### config.mk
export PLATFORM = sky130hd
export DESIGN_NAME = rc_channel_frame_encoder_top_flat
export DESIGN_NICKNAME = d
export VERILOG_FILES = /design/src/hdl/rcfe_pkg.sv /design/src/hdl/rcfe_in_if.sv /design/src/hdl/rcfe_out_if.sv /design/src/hdl/rc_channel_frame_encoder_top.sv /design/src/flat_wrapper.sv
export SDC_FILE = /design/constraint.sdc
export NUM_CORES = 1
export LEC_CHECK = 0
export BUFFER_PORTS_ARGS = -buffer_cell sky130_fd_sc_hd__buf_2
export CORE_ASPECT_RATIO = 1.5
export CORE_MARGIN = 10
export CORE_UTILIZATION = 40
export CTS_CLUSTER_DIAMETER = 150
export DETAILED_ROUTE_END_ITERATION = 8
export PLACE_DENSITY = 0.69
export SLEW_MARGIN = 20
export SYNTH_ARGS = -nofsm -noshare
export SYNTH_HDL_FRONTEND = slang
export SYNTH_SLANG_ARGS = --single-unit
### constraint.sdc
create_clock -name clk_i -period 4.73 [get_ports clk_i]
set_clock_uncertainty 0.05 [all_clocks]
set_input_delay 0.2365 -clock clk_i [delete_from_list [all_inputs] [get_ports clk_i]]
set_output_delay 0.2365 -clock clk_i [all_outputs]
set_load 0.005 [all_outputs]
### src/hdl/rcfe_pkg.sv
`default_nettype none
// ----------------------------------------------------------------------------
// RC channel frame encoder package
// Shared widths, register map, byte constants and the CRC-8 step.
// ----------------------------------------------------------------------------
package rcfe_pkg;

  localparam int unsigned ChanW  = 11;
  localparam int unsigned ByteW  = 8;
  localparam int unsigned DataW  = 32;
  localparam int unsigned AddrW  = 4;

  localparam logic [ByteW-1:0] SyncHi   = 8'hFF;
  localparam logic [ByteW-1:0] SyncLo   = 8'h00;
  localparam logic [ByteW-1:0] LenByte  = 8'd24;
  localparam logic [ByteW-1:0] CrcPoly  = 8'hD5;
  localparam logic [3:0]       LastChan = 4'd15;

  localparam logic [ByteW-1:0] DestAddrRst = 8'd200;
  localparam logic [ByteW-1:0] FrameTypeRst = 8'd22;
  localparam logic             PreambleRst  = 1'b1;

  // Register indexes (byte address / 4)
  typedef enum logic [1:0] {
    RegDestAddr  = 2'd0,
    RegFrameType = 2'd1,
    RegPreamble  = 2'd2,
    RegUnused    = 2'd3
  } reg_idx_e;

  // Kind of byte at one slot of a request's output run
  typedef enum logic [1:0] {
    KindHdr  = 2'd0,
    KindType = 2'd1,
    KindPay  = 2'd2,
    KindCrc  = 2'd3
  } kind_e;

  // One CRC-8 step over a byte, MSB first, no reflection, no final xor
  function automatic logic [ByteW-1:0] crc8_update(input logic [ByteW-1:0] crc,
                                                    input logic [ByteW-1:0] b);
    logic [ByteW-1:0] c;
    c = crc ^ b;
    for (int k = 0; k < 8; k++) begin
      if (c[ByteW-1]) begin
        c = {c[ByteW-2:0], 1'b0} ^ CrcPoly;
      end else begin
        c = {c[ByteW-2:0], 1'b0};
      end
    end
    return c;
  endfunction

endpackage
`default_nettype wire

### src/hdl/rcfe_in_if.sv
`default_nettype none
// ----------------------------------------------------------------------------
// RC channel frame encoder input channel
// Valid/ready channel carrying one channel value per request.
// ----------------------------------------------------------------------------
interface rcfe_in_if import rcfe_pkg::*; ();
  logic             valid;
  logic             ready;
  logic [ChanW-1:0] channel_value;

  modport source (output valid, output channel_value, input ready);
  modport sink   (input valid, input channel_value, output ready);
endinterface
`default_nettype wire

### src/hdl/rcfe_out_if.sv
`default_nettype none
// ----------------------------------------------------------------------------
// RC channel frame encoder output channel
// Valid/ready channel carrying one frame byte per request.
// ----------------------------------------------------------------------------
interface rcfe_out_if import rcfe_pkg::*; ();
  logic             valid;
  logic             ready;
  logic [ByteW-1:0] out_byte;
  logic             run_last;
  logic             frame_end;

  modport source (output valid, output out_byte, output run_last, output frame_end,
                  input ready);
  modport sink   (input valid, input out_byte, input run_last, input frame_end,
                  output ready);
endinterface
`default_nettype wire

### src/hdl/rc_channel_frame_encoder_top.sv
`default_nettype none
// ----------------------------------------------------------------------------
// RC channel frame encoder
// Packs 11-bit channel values into RC channel frames with a trailing CRC-8.
// ----------------------------------------------------------------------------
// Each input request carries one channel value; sixteen requests make a frame.
// The first channel of a frame emits the optional sync preamble FF 00 FF 00,
// then the address, the length byte 24 and the frame type. Every channel adds
// one or two packed payload bytes (LSB first, contiguous), and the sixteenth
// closes the frame with the CRC-8 byte (poly 0xD5, init 0, over type and
// payload), flagged by frame_end. run_last marks the final byte of each
// request. Output runs at one byte per cycle while the sink takes each byte;
// a request yields 1 to 8 bytes, and a full 30-byte frame (with preamble)
// carries 16 requests. The next request is taken in the cycle the last byte
// of the current one moves into the output register; out_o.ready reaches
// in_i.ready combinationally, so output back-pressure stalls the input.
// The user must write registers over the APB port only while the block is
// idle (not enforced by the block); writes take effect at the next frame.
// ----------------------------------------------------------------------------
module rc_channel_frame_encoder_top
  import rcfe_pkg::*;
(
  input  wire logic             clk_i,
  input  wire logic             rst_ni,
  rcfe_in_if.sink               in_i,
  rcfe_out_if.source            out_o,
  input  wire logic             psel,
  input  wire logic             penable,
  input  wire logic             pwrite,
  input  wire logic [AddrW-1:0] paddr,
  input  wire logic [DataW-1:0] pwdata,
  output logic      [DataW-1:0] prdata,
  output logic                  pready
);

  // --------------------------------------------------------------------------
  // Configuration registers
  // --------------------------------------------------------------------------
  logic [ByteW-1:0] dest_addr_q;
  logic [ByteW-1:0] frame_type_q;
  logic             pre_en_q;
  reg_idx_e         reg_idx;
  logic             cfg_wr;

  assign reg_idx = reg_idx_e'(paddr[AddrW-1:2]);
  assign cfg_wr  = psel && penable && pwrite;
  assign pready  = 1'b1;

  always_ff @(posedge clk_i or negedge rst_ni) begin
    if (!rst_ni) begin
      dest_addr_q  <= DestAddrRst;
      frame_type_q <= FrameTypeRst;
      pre_en_q     <= PreambleRst;
    end else if (cfg_wr) begin
      case (reg_idx)
        RegDestAddr:  dest_addr_q  <= pwdata[ByteW-1:0];
        RegFrameType: frame_type_q <= pwdata[ByteW-1:0];
        RegPreamble:  pre_en_q     <= pwdata[0];
        default: ;
      endcase
    end
  end

  always_comb begin
    case (reg_idx)
      RegDestAddr:  prdata = {{(DataW-ByteW){1'b0}}, dest_addr_q};
      RegFrameType: prdata = {{(DataW-ByteW){1'b0}}, frame_type_q};
      RegPreamble:  prdata = {{(DataW-1){1'b0}}, pre_en_q};
      default:      prdata = '0;
    endcase
  end

  // --------------------------------------------------------------------------
  // Packing state, advanced once per accepted request
  // --------------------------------------------------------------------------
  logic [3:0] pos_q,  pos_d;
  logic [6:0] pend_q, pend_d;
  logic [2:0] pcnt_q, pcnt_d;

  // Byte issue stage: describes the run of bytes for the request in flight
  logic             a_vld_q, a_vld_d;
  logic [2:0]       cur_q,   cur_d;     // slot being issued
  logic [2:0]       last_q,  last_d;    // last slot of the run
  logic [2:0]       hbase_q, hbase_d;   // first header byte index
  logic [2:0]       hnum_q,  hnum_d;    // number of header bytes
  logic [1:0]       pnum_q,  pnum_d;    // number of payload bytes
  logic [ByteW-1:0] pay0_q, pay0_d;
  logic [ByteW-1:0] pay1_q, pay1_d;

  logic [ByteW-1:0] crc_q, crc_d;

  // Output register
  logic             ov_q, ov_d;
  logic [ByteW-1:0] ob_q, ob_d;
  logic             ol_q, ol_d;
  logic             oe_q, oe_d;

  logic             load;      // move one byte into the output register
  logic             run_done;  // the byte moved is the last of its run
  logic             accept;

  assign load     = a_vld_q && (!ov_q || out_o.ready);
  assign run_done = load && (cur_q == last_q);
  assign in_i.ready = !a_vld_q || run_done;
  assign accept   = in_i.valid && in_i.ready;

  // --------------------------------------------------------------------------
  // Request decode: header layout and payload bytes
  // --------------------------------------------------------------------------
  logic        first_ch;
  logic [6:0]  eff_pend;
  logic [2:0]  eff_cnt;
  logic [17:0] acc;
  logic [4:0]  total;
  logic        two_bytes;
  logic [2:0]  hnum_new;
  logic [3:0]  run_len;

  always_comb begin
    first_ch  = (pos_q == '0);
    eff_pend  = first_ch ? '0 : pend_q;
    eff_cnt   = first_ch ? '0 : pcnt_q;
    acc       = ({7'd0, in_i.channel_value} << eff_cnt) | {11'd0, eff_pend};
    total     = {2'd0, eff_cnt} + 5'(ChanW);
    two_bytes = (total >= 5'd16);
    hnum_new  = first_ch ? (pre_en_q ? 3'd7 : 3'd3) : 3'd0;
    run_len   = {1'b0, hnum_new} + (two_bytes ? 4'd2 : 4'd1)
              + ((pos_q == LastChan) ? 4'd1 : 4'd0);
  end

  // --------------------------------------------------------------------------
  // Slot decode for the byte being issued
  // --------------------------------------------------------------------------
  kind_e            kind;
  logic [2:0]       pslot;
  logic [2:0]       hidx;
  logic [ByteW-1:0] sel_byte;

  always_comb begin
    pslot = cur_q - hnum_q;
    hidx  = hbase_q + cur_q;
    if (cur_q < hnum_q) begin
      kind = (hidx == 3'd6) ? KindType : KindHdr;
    end else if (pslot < {1'b0, pnum_q}) begin
      kind = KindPay;
    end else begin
      kind = KindCrc;
    end

    case (kind)
      KindHdr: begin
        case (hidx)
          3'd0:    sel_byte = SyncHi;
          3'd1:    sel_byte = SyncLo;
          3'd2:    sel_byte = SyncHi;
          3'd3:    sel_byte = SyncLo;
          3'd4:    sel_byte = dest_addr_q;
          3'd5:    sel_byte = LenByte;
          default: sel_byte = frame_type_q;
        endcase
      end
      KindType: sel_byte = frame_type_q;
      KindPay:  sel_byte = (pslot == 3'd0) ? pay0_q : pay1_q;
      KindCrc:  sel_byte = crc_q;
      default:  sel_byte = crc_q;
    endcase
  end

  // --------------------------------------------------------------------------
  // Next-state logic
  // --------------------------------------------------------------------------
  always_comb begin
    pos_d    = pos_q;
    pend_d   = pend_q;
    pcnt_d   = pcnt_q;
    a_vld_d  = a_vld_q;
    cur_d    = cur_q;
    last_d   = last_q;
    hbase_d  = hbase_q;
    hnum_d   = hnum_q;
    pnum_d   = pnum_q;
    pay0_d   = pay0_q;
    pay1_d   = pay1_q;
    crc_d    = crc_q;
    ov_d     = ov_q;
    ob_d     = ob_q;
    ol_d     = ol_q;
    oe_d     = oe_q;

    // Drain the output register when the sink takes it
    if (out_o.ready) begin
      ov_d = 1'b0;
    end

    // Issue one byte of the current run
    if (load) begin
      ov_d = 1'b1;
      ob_d = sel_byte;
      ol_d = (cur_q == last_q);
      oe_d = (kind == KindCrc);
      case (kind)
        KindType: crc_d = crc8_update('0, frame_type_q);
        KindPay:  crc_d = crc8_update(crc_q, sel_byte);
        default:  crc_d = crc_q;
      endcase
      if (run_done) begin
        a_vld_d = 1'b0;
      end else begin
        cur_d = cur_q + 3'd1;
      end
    end

    // Take a new request and lay out its run
    if (accept) begin
      a_vld_d  = 1'b1;
      cur_d    = '0;
      last_d   = 3'(run_len - 4'd1);
      hbase_d  = pre_en_q ? 3'd0 : 3'd4;
      hnum_d   = hnum_new;
      pnum_d   = two_bytes ? 2'd2 : 2'd1;
      pay0_d   = acc[7:0];
      pay1_d   = acc[15:8];
      if (two_bytes) begin
        pend_d = {5'd0, acc[17:16]};
        pcnt_d = 3'(total - 5'd16);
      end else begin
        pend_d = acc[14:8];
        pcnt_d = 3'(total - 5'd8);
      end
      // Close the frame: clear leftovers, position wraps to zero
      if (pos_q == LastChan) begin
        pend_d = '0;
        pcnt_d = '0;
      end
      pos_d = pos_q + 4'd1;
    end
  end

  always_ff @(posedge clk_i or negedge rst_ni) begin
    if (!rst_ni) begin
      pos_q   <= '0;
      pend_q  <= '0;
      pcnt_q  <= '0;
      crc_q   <= '0;
      a_vld_q <= 1'b0;
      cur_q   <= '0;
      last_q  <= '0;
      ov_q    <= 1'b0;
    end else begin
      pos_q   <= pos_d;
      pend_q  <= pend_d;
      pcnt_q  <= pcnt_d;
      crc_q   <= crc_d;
      a_vld_q <= a_vld_d;
      cur_q   <= cur_d;
      last_q  <= last_d;
      ov_q    <= ov_d;
    end
  end

  // Payload registers, no reset needed
  always_ff @(posedge clk_i) begin
    hbase_q  <= hbase_d;
    hnum_q   <= hnum_d;
    pnum_q   <= pnum_d;
    pay0_q   <= pay0_d;
    pay1_q   <= pay1_d;
    ob_q     <= ob_d;
    ol_q     <= ol_d;
    oe_q     <= oe_d;
  end

  assign out_o.valid     = ov_q;
  assign out_o.out_byte  = ob_q;
  assign out_o.run_last  = ol_q;
  assign out_o.frame_end = oe_q;

endmodule
`default_nettype wire
### src/flat_wrapper.sv
// flat-port wrapper written by rule: the top's interface ports become plain ports
module rc_channel_frame_encoder_top_flat import rcfe_pkg::*;
  (clk_i, rst_ni, psel, penable, pwrite, paddr, pwdata, prdata, pready, in_i_valid, in_i_channel_value, in_i_ready, out_o_valid, out_o_out_byte, out_o_run_last, out_o_frame_end, out_o_ready);
  rcfe_in_if in_i_i ();
  rcfe_out_if out_o_i ();
  input  wire logic clk_i;
  input  wire logic rst_ni;
  input  wire logic psel;
  input  wire logic penable;
  input  wire logic pwrite;
  input  wire logic [AddrW-1:0] paddr;
  input  wire logic [DataW-1:0] pwdata;
  output logic      [DataW-1:0] prdata;
  output logic pready;
  input wire logic [$bits(in_i_i.valid)-1:0] in_i_valid;
  input wire logic [$bits(in_i_i.channel_value)-1:0] in_i_channel_value;
  output wire logic [$bits(in_i_i.ready)-1:0] in_i_ready;
  output wire logic [$bits(out_o_i.valid)-1:0] out_o_valid;
  output wire logic [$bits(out_o_i.out_byte)-1:0] out_o_out_byte;
  output wire logic [$bits(out_o_i.run_last)-1:0] out_o_run_last;
  output wire logic [$bits(out_o_i.frame_end)-1:0] out_o_frame_end;
  input wire logic [$bits(out_o_i.ready)-1:0] out_o_ready;
  assign in_i_i.valid = in_i_valid;
  assign in_i_i.channel_value = in_i_channel_value;
  assign in_i_ready = in_i_i.ready;
  assign out_o_valid = out_o_i.valid;
  assign out_o_out_byte = out_o_i.out_byte;
  assign out_o_run_last = out_o_i.run_last;
  assign out_o_frame_end = out_o_i.frame_end;
  assign out_o_i.ready = out_o_ready;
  rc_channel_frame_encoder_top u_core (.clk_i(clk_i), .rst_ni(rst_ni), .in_i(in_i_i), .out_o(out_o_i), .psel(psel), .penable(penable), .pwrite(pwrite), .paddr(paddr), .pwdata(pwdata), .prdata(prdata), .pready(pready));
endmodule
==> flow_metrics.env, run 1 <==
export IMPL_numCtsBuffers=9
export IMPL_worst_path_max_fanout=12
export IMPL_synth_area_leaders="dfrtp_1 (19%), edfxtp_1 (18%), mux2i_1 (5.9%)"
export IMPL_worstPathRequired_ns=4.93
export IMPL_fin_crit_ns=4.28
export IMPL_timing_rr_start="u_core.cur_q[0]$_DFFE_PN0P_"
export IMPL_initial_core_util=0.409
export IMPL_diodes=0
export IMPL_cellPowerDensity_nw_per_um2=954
export IMPL_holdBufCountCts=1
export IMPL_die_y_um=161
export IMPL_die_area_um2=18300
export IMPL_maxCapViolations=0
export IMPL_drt_vias_per_instance=5.43
export IMPL_ys_seq_elements=78
export IMPL_stdcell_area_um2=5900
export IMPL_root_buffer="clkbuf_16"
export IMPL_coreArea_um2=13000
export IMPL_async_flop_share=0.603
export IMPL_area_delta_synth_final_pct=11.3
export IMPL_cts_buffer_depth=2
export IMPL_finalHoldViolations=0
export IMPL_p_sw_frac=0.451
export IMPL_pre_cts_ws_ns=0.465
export IMPL_nNetsFinal=650
export IMPL_clk_latency_ns=0.34
export IMPL_worst_pin_slew_ns=0.946
export IMPL_first_pass_iters=4
export IMPL_critPathKind="register to register"
export IMPL_antenna_found_initial=0
export IMPL_max_freq_mhz=233
export IMPL_syn_inst=541
export IMPL_crit_arrival_ns=4.49
export IMPL_synth_common_cells="nand2_1 (68), dfrtp_1 (40), nor2_1 (38)"
export IMPL_place_gp_congestion=0.945
export IMPL_r2r_setup_slack_ns=0.45
export IMPL_post_cts_buffers=0
export IMPL_cts_resized=0
export IMPL_finalWorstSetupSlack_ns=0.447
export IMPL_hold_slack_ns=0.0526
export IMPL_worstHoldEndpoint="u_core.a_vld_q$_DFFE_PN0P_"
export IMPL_end_kind="register"
export IMPL_hold_path_startpoint="in_i_valid"
export IMPL_worst_r2r_path_depth=13
export IMPL_power_switching_mw=2.54
export IMPL_ys_warn_count=0
export IMPL_clock_sinks=78
export IMPL_grt_pass1_wl_um=21300
export IMPL_vdd_drop_max_mv=0.515
export IMPL_drive_gt1_frac=0.205
export IMPL_finalSetupViolations=0
export IMPL_die_w_um=114
export IMPL_hold_depth=2
export IMPL_p_leak_nw=2.60
export IMPL_finalPower_mw=5.63
export IMPL_yosysTopAreaCell="dfrtp_1"
export IMPL_grt_start_max_net_pins=48
export IMPL_vias=4039
export IMPL_final_setup_tns_ns=0
export IMPL_worstSetupStartpointType="register"
export IMPL_drt_iter0_drc=197
export IMPL_track_usage=0.146
export IMPL_seq_area_frac_synth=0.399
export IMPL_synth_edff_count=31
export IMPL_fin_cells=744
export IMPL_drv_slew=0
export IMPL_ant_nets=0
export IMPL_yosysTopAreaCellShare=0.189
export IMPL_final_util=0.455
export IMPL_overflow=0
export IMPL_fin_crit_sh=0.905
export IMPL_intPower_mw=3.09
export IMPL_pwr_share_comb=0.650
export IMPL_drc=0
export IMPL_cts_max_level=3
export IMPL_rr_endpoint="u_core.crc_q[0]$_DFFE_PN0P_"
export IMPL_rsz0062_at_grt="false"
export IMPL_power_frac_clock=0.122
export IMPL_dpl_cell_area_um2=5590
export IMPL_rows=51
export IMPL_nFillCells=1254
export IMPL_wl_per_cell_um=17.9
export IMPL_ios=99
export IMPL_clk_pin_slew_ns=0.06
export IMPL_synthFlopType="dfrtp_1"
export IMPL_yosysUniqueCellTypes=65
export IMPL_place_inst=727
export IMPL_relSlewSlack=0.365
export IMPL_status="finished, final reports clean"
export IMPL_synth_most_common_cell="nand2_1"
export IMPL_cts_tree="done"
export IMPL_hpwl_um=10500
export IMPL_portBuffers=47
export IMPL_wl_um=13300
export IMPL_syn_area_per_cell_um2=9.79
export IMPL_hold_class="primary input to register"
export IMPL_grt_pass1_vias=4162
export IMPL_seqPwrFrac=0.229
export IMPL_syn_area_um2=5300
## layout by cell type, fill, tap and decap left out, types with 3 or more instances in the layout
master,synthesis,routed
nand2b_1,8,8
and2_1,3,3
o221a_2,3,3
nand3_1,5,5
dfstp_2,7,7
inv_1,21,21
mux2i_1,31,31
xnor3_1,4,4
o2bb2ai_1,3,3
nand2_1,68,68
xnor2_1,21,21
a21oi_1,19,19
clkbuf_16,0,9
conb_1,2,25
a22o_1,4,4
edfxtp_1,31,31
ha_1,14,14
buf_2,3,47
clkinvlp_4,0,3
mux2_2,25,25
o21ai_0,31,31
a31oi_1,6,6
o22ai_1,4,4
o21bai_1,3,3
buf_4,25,7
xor2_1,15,15
nand4_1,6,6
o21a_1,7,7
o211ai_1,13,13
nor2_1,38,38
o31ai_1,4,4
dfrtp_1,40,40
nor3_1,11,10
## worst max-delay path, stage by stage, from the launching register on
cell and delay, ns:
dfrtp_1 0.41, inv_1 0.12, ha_1 0.22, fa_1 0.52, inv_1 0.05, ha_1 0.30, a211oi_4 0.44, o21ai_1 0.45
o21ai_0 0.27, a2bb2oi_1 0.51, xnor2_1 0.19, xnor2_2 0.22, and3b_1 0.23, nor3_1 0.20
## cells by family (layout without fill, tap and decap cells)
logic type / Yosys count / count (layout) / share of synthesized area
AO/OA/AOI/OAI: 121 / 121 / 0.159
XOR/XNOR: 44 / 44 / 0.0910
adder cells (fa/ha/maj): 16 / 16 / 0.0406
buffers and inverters: 71 / 92 / 0.0687
flip-flops: 78 / 78 / 0.399
multiplexers: 56 / 56 / 0.112
other: 2 / 25 / 0.00142
AND/OR/NAND/NOR: 153 / 153 / 0.129
## layer usage
layer	up-vias	routed length, um	global-route usage
met5	-	0	0
met4	0	827	0.0994
met3	52	547	0.0332
met2	116	7180	0.263
met1	1929	4750	0.141
li1	1942	-	-
## worst max path at each step
stage | from | endpoint
floorplan | u_core.cur_q[0]$_DFFE_PN0P_ | u_core.crc_q[3]$_DFFE_PN0P_
global placement | u_core.cur_q[0]$_DFFE_PN0P_ | u_core.crc_q[2]$_DFFE_PN0P_
detailed placement | u_core.cur_q[0]$_DFFE_PN0P_ | u_core.crc_q[2]$_DFFE_PN0P_
CTS | u_core.cur_q[0]$_DFFE_PN0P_ | u_core.crc_q[6]$_DFFE_PN0P_
global route | u_core.cur_q[0]$_DFFE_PN0P_ | u_core.crc_q[6]$_DFFE_PN0P_
finish | u_core.cur_q[0]$_DFFE_PN0P_ | u_core.crc_q[0]$_DFFE_PN0P_
## flip-flops by register name, summed over array words and instances (netlist names), 2 cells and up
name / count
u_core.out_o.out_byte: 8
u_core.pay1_q: 8
u_core.cur_q: 3
u_core.pnum_q: 2
u_core.frame_type_q: 8
u_core.pos_q: 4
u_core.pay0_q: 8
u_core.pend_q: 7
u_core.crc_q: 8
u_core.dest_addr_q: 8
u_core.last_q: 3
u_core.hnum_q: 2
u_core.pcnt_q: 3
## cell type report
type | instances | area (um^2) | share of cell area
Sequential cell | 78 | 2120 | 0.359
Multi-Input combinational cell | 415 | 2910 | 0.494
Timing Repair Buffer | 55 | 298 | 0.0505
Clock buffer | 10 | 229 | 0.0388
Inverter | 21 | 78.8 | 0.0134
Clock inverter | 6 | 62.6 | 0.0106
Tap cell | 159 | 199 | 0.0337
## power groups by stage
| stage | registers (mW) | logic, mW | clock network, mW |
|---|---|---|---|
| final | 1.29 | 3.65 | 0.686 |
| after global routing | 1.32 | 4.00 | 0.724 |
| after CTS | 1.29 | 3.65 | 0.697 |
| after detailed placement | 1.30 | 3.64 | 0 |
| after global placement | 1.29 | 3.55 | 0 |
| after floorplan | 1.19 | 2.89 | 0 |
Note: power is estimated with default switching activity, not from simulation.
==> inputs of run 2 (changes only) <==
CTS_BUF_LIST = sky130_fd_sc_hd__clkbuf_16   (was default)
==> flow_metrics.env, run 2 (synthesis gave the netlist of run 1 again) <==
export IMPL_cts_max_level=3
export IMPL_vdd_drop_max_mv=0.515
export IMPL_worst_pin_slew_ns=0.945
export IMPL_finalPower_mw=5.63
export IMPL_grt_pass1_wl_um=21300
export IMPL_dpl_cell_area_um2=5590
export IMPL_cts_tree="done"
export IMPL_die_y_um=161
export IMPL_grt_pass1_vias=4162
export IMPL_hold_class="primary input to register"
export IMPL_place_gp_congestion=0.945
export IMPL_finalSetupViolations=0
export IMPL_end_kind="register"
export IMPL_diodes=0
export IMPL_coreArea_um2=13000
export IMPL_final_setup_tns_ns=0
export IMPL_nNetsFinal=650
export IMPL_die_w_um=114
export IMPL_die_area_um2=18300
export IMPL_clk_pin_slew_ns=0.06
export IMPL_clock_sinks=78
export IMPL_worstSetupStartpointType="register"
export IMPL_seqPwrFrac=0.229
export IMPL_drive_gt1_frac=0.205
export IMPL_drt_vias_per_instance=5.44
export IMPL_rows=51
export IMPL_p_leak_nw=2.60
export IMPL_status="finished, final reports clean"
export IMPL_rsz0062_at_grt="false"
export IMPL_critPathKind="register to register"
export IMPL_power_switching_mw=2.54
export IMPL_cts_resized=0
export IMPL_final_cell_mix="nand2_1 (68), buf_2 (47), dfrtp_1 (40)"
export IMPL_initial_core_util=0.409
export IMPL_max_freq_mhz=234
export IMPL_maxCapViolations=0
export IMPL_relSlewSlack=0.366
export IMPL_nFillCells=1254
export IMPL_vias=4047
export IMPL_stdcell_area_um2=5900
export IMPL_numCtsBuffers=9
export IMPL_worstPathRequired_ns=4.94
export IMPL_drt_iter0_drc=197
export IMPL_cellPowerDensity_nw_per_um2=955
export IMPL_wl_um=13300
export IMPL_power_frac_clock=0.122
export IMPL_first_pass_iters=5
export IMPL_portBuffers=47
export IMPL_grt_start_max_net_pins=48
export IMPL_drv_slew=0
export IMPL_post_cts_buffers=0
export IMPL_track_usage=0.146
export IMPL_worst_path_max_fanout=12
export IMPL_intPower_mw=3.09
export IMPL_fin_crit_ns=4.28
export IMPL_cts_buffer_depth=2
export IMPL_overflow=0
export IMPL_antenna_found_initial=0
export IMPL_ios=99
export IMPL_pwr_share_comb=0.650
export IMPL_layout_commonest_cell="nand2_1"
export IMPL_area_delta_synth_final_pct=11.3
export IMPL_drc=0
export IMPL_finalHoldViolations=0
export IMPL_hpwl_um=10500
export IMPL_crit_arrival_ns=4.48
export IMPL_fin_crit_sh=0.904
export IMPL_p_sw_frac=0.452
export IMPL_root_buffer="clkbuf_16"
export IMPL_wl_per_cell_um=17.9
export IMPL_clk_latency_ns=0.34
export IMPL_ant_nets=0
## run 2: cell count changes in the layout (fill, tap and decap cells not counted)
cell      change
clkbuf_1      -1
inv_1         +1
## run 2: worst max-delay path, cell delays in order (launching register included)
cell and delay, ns:
dfrtp_1 0.41, inv_1 0.12, ha_1 0.22, fa_1 0.52, inv_1 0.05, ha_1 0.30, a211oi_4 0.44, o21ai_1 0.45
o21ai_0 0.27, a2bb2oi_1 0.51, xnor2_1 0.19, xnor2_2 0.22, and3b_1 0.23, nor3_1 0.19
## run 2: final cells by class
type,count,area (um^2),share of cell area
clock inverters,7,66.3,0.0112
flip-flops and latches,78,2120,0.359
inverters,21,78.8,0.0134
repair buffers,55,298,0.0505
well taps,159,199,0.0337
multi-input cells,415,2910,0.494
clock buffers,9,225,0.0382
## run 2: per-stage QoR
stage               utilization  cells  hold slack, ns  setup WS [ns]
floorplan                     -    564          -0.109           1.23
global placement          0.431    727           0.320          0.604
detailed placement        0.431    727           0.337          0.465
CTS                       0.455    744          0.0469          0.454
global route              0.455    744          0.0533          0.199
finish                    0.455    744          0.0518          0.453
## run 2: timing repair
item	CTS	global route
hold buffers	1	0
endpoints found under the setup margin	0	0
hold endpoints to repair	40	0
## run 2: power groups by stage
stage	clock network (mW)	logic [mW]	registers, mW
5_1_grt	0.722	4.00	1.32
3_5_place_dp	0	3.64	1.30
4_1_cts	0.695	3.65	1.29
2_1_floorplan	0	2.89	1.19
6_report	0.684	3.66	1.29
3_3_place_gp	0	3.55	1.29
## run 2: worst paths after layout
kind | from | endpoint | slack (ns) | cells past startpoint
max | u_core.cur_q[0]$_DFFE_PN0P_ | u_core.crc_q[0]$_DFFE_PN0P_ | 0.45 | 13
min | in_i_valid | u_core.a_vld_q$_DFFE_PN0P_ | 0.05 | 2
min in group asynchronous | rst_ni | u_core.a_vld_q$_DFFE_PN0P_ | 0.48 | 3
max in group asynchronous | rst_ni | u_core.crc_q[7]$_DFFE_PN0P_ | 3.69 | 3
max reg2reg | u_core.cur_q[0]$_DFFE_PN0P_ | u_core.crc_q[0]$_DFFE_PN0P_ | 0.45 | 13
min reg2reg | u_core.pend_q[3]$_DFFE_PN0P_ | u_core.pend_q[3]$_DFFE_PN0P_ | 0.42 | 2
## run 2: per-layer routing
layer / vias up / global-route usage / wire, um
met5: - / 0 / 0
met3: 53 / 0.0332 / 539
met1: 1936 / 0.141 / 4760
met4: 0 / 0.0994 / 835
li1: 1942 / - / -
met2: 116 / 0.263 / 7190
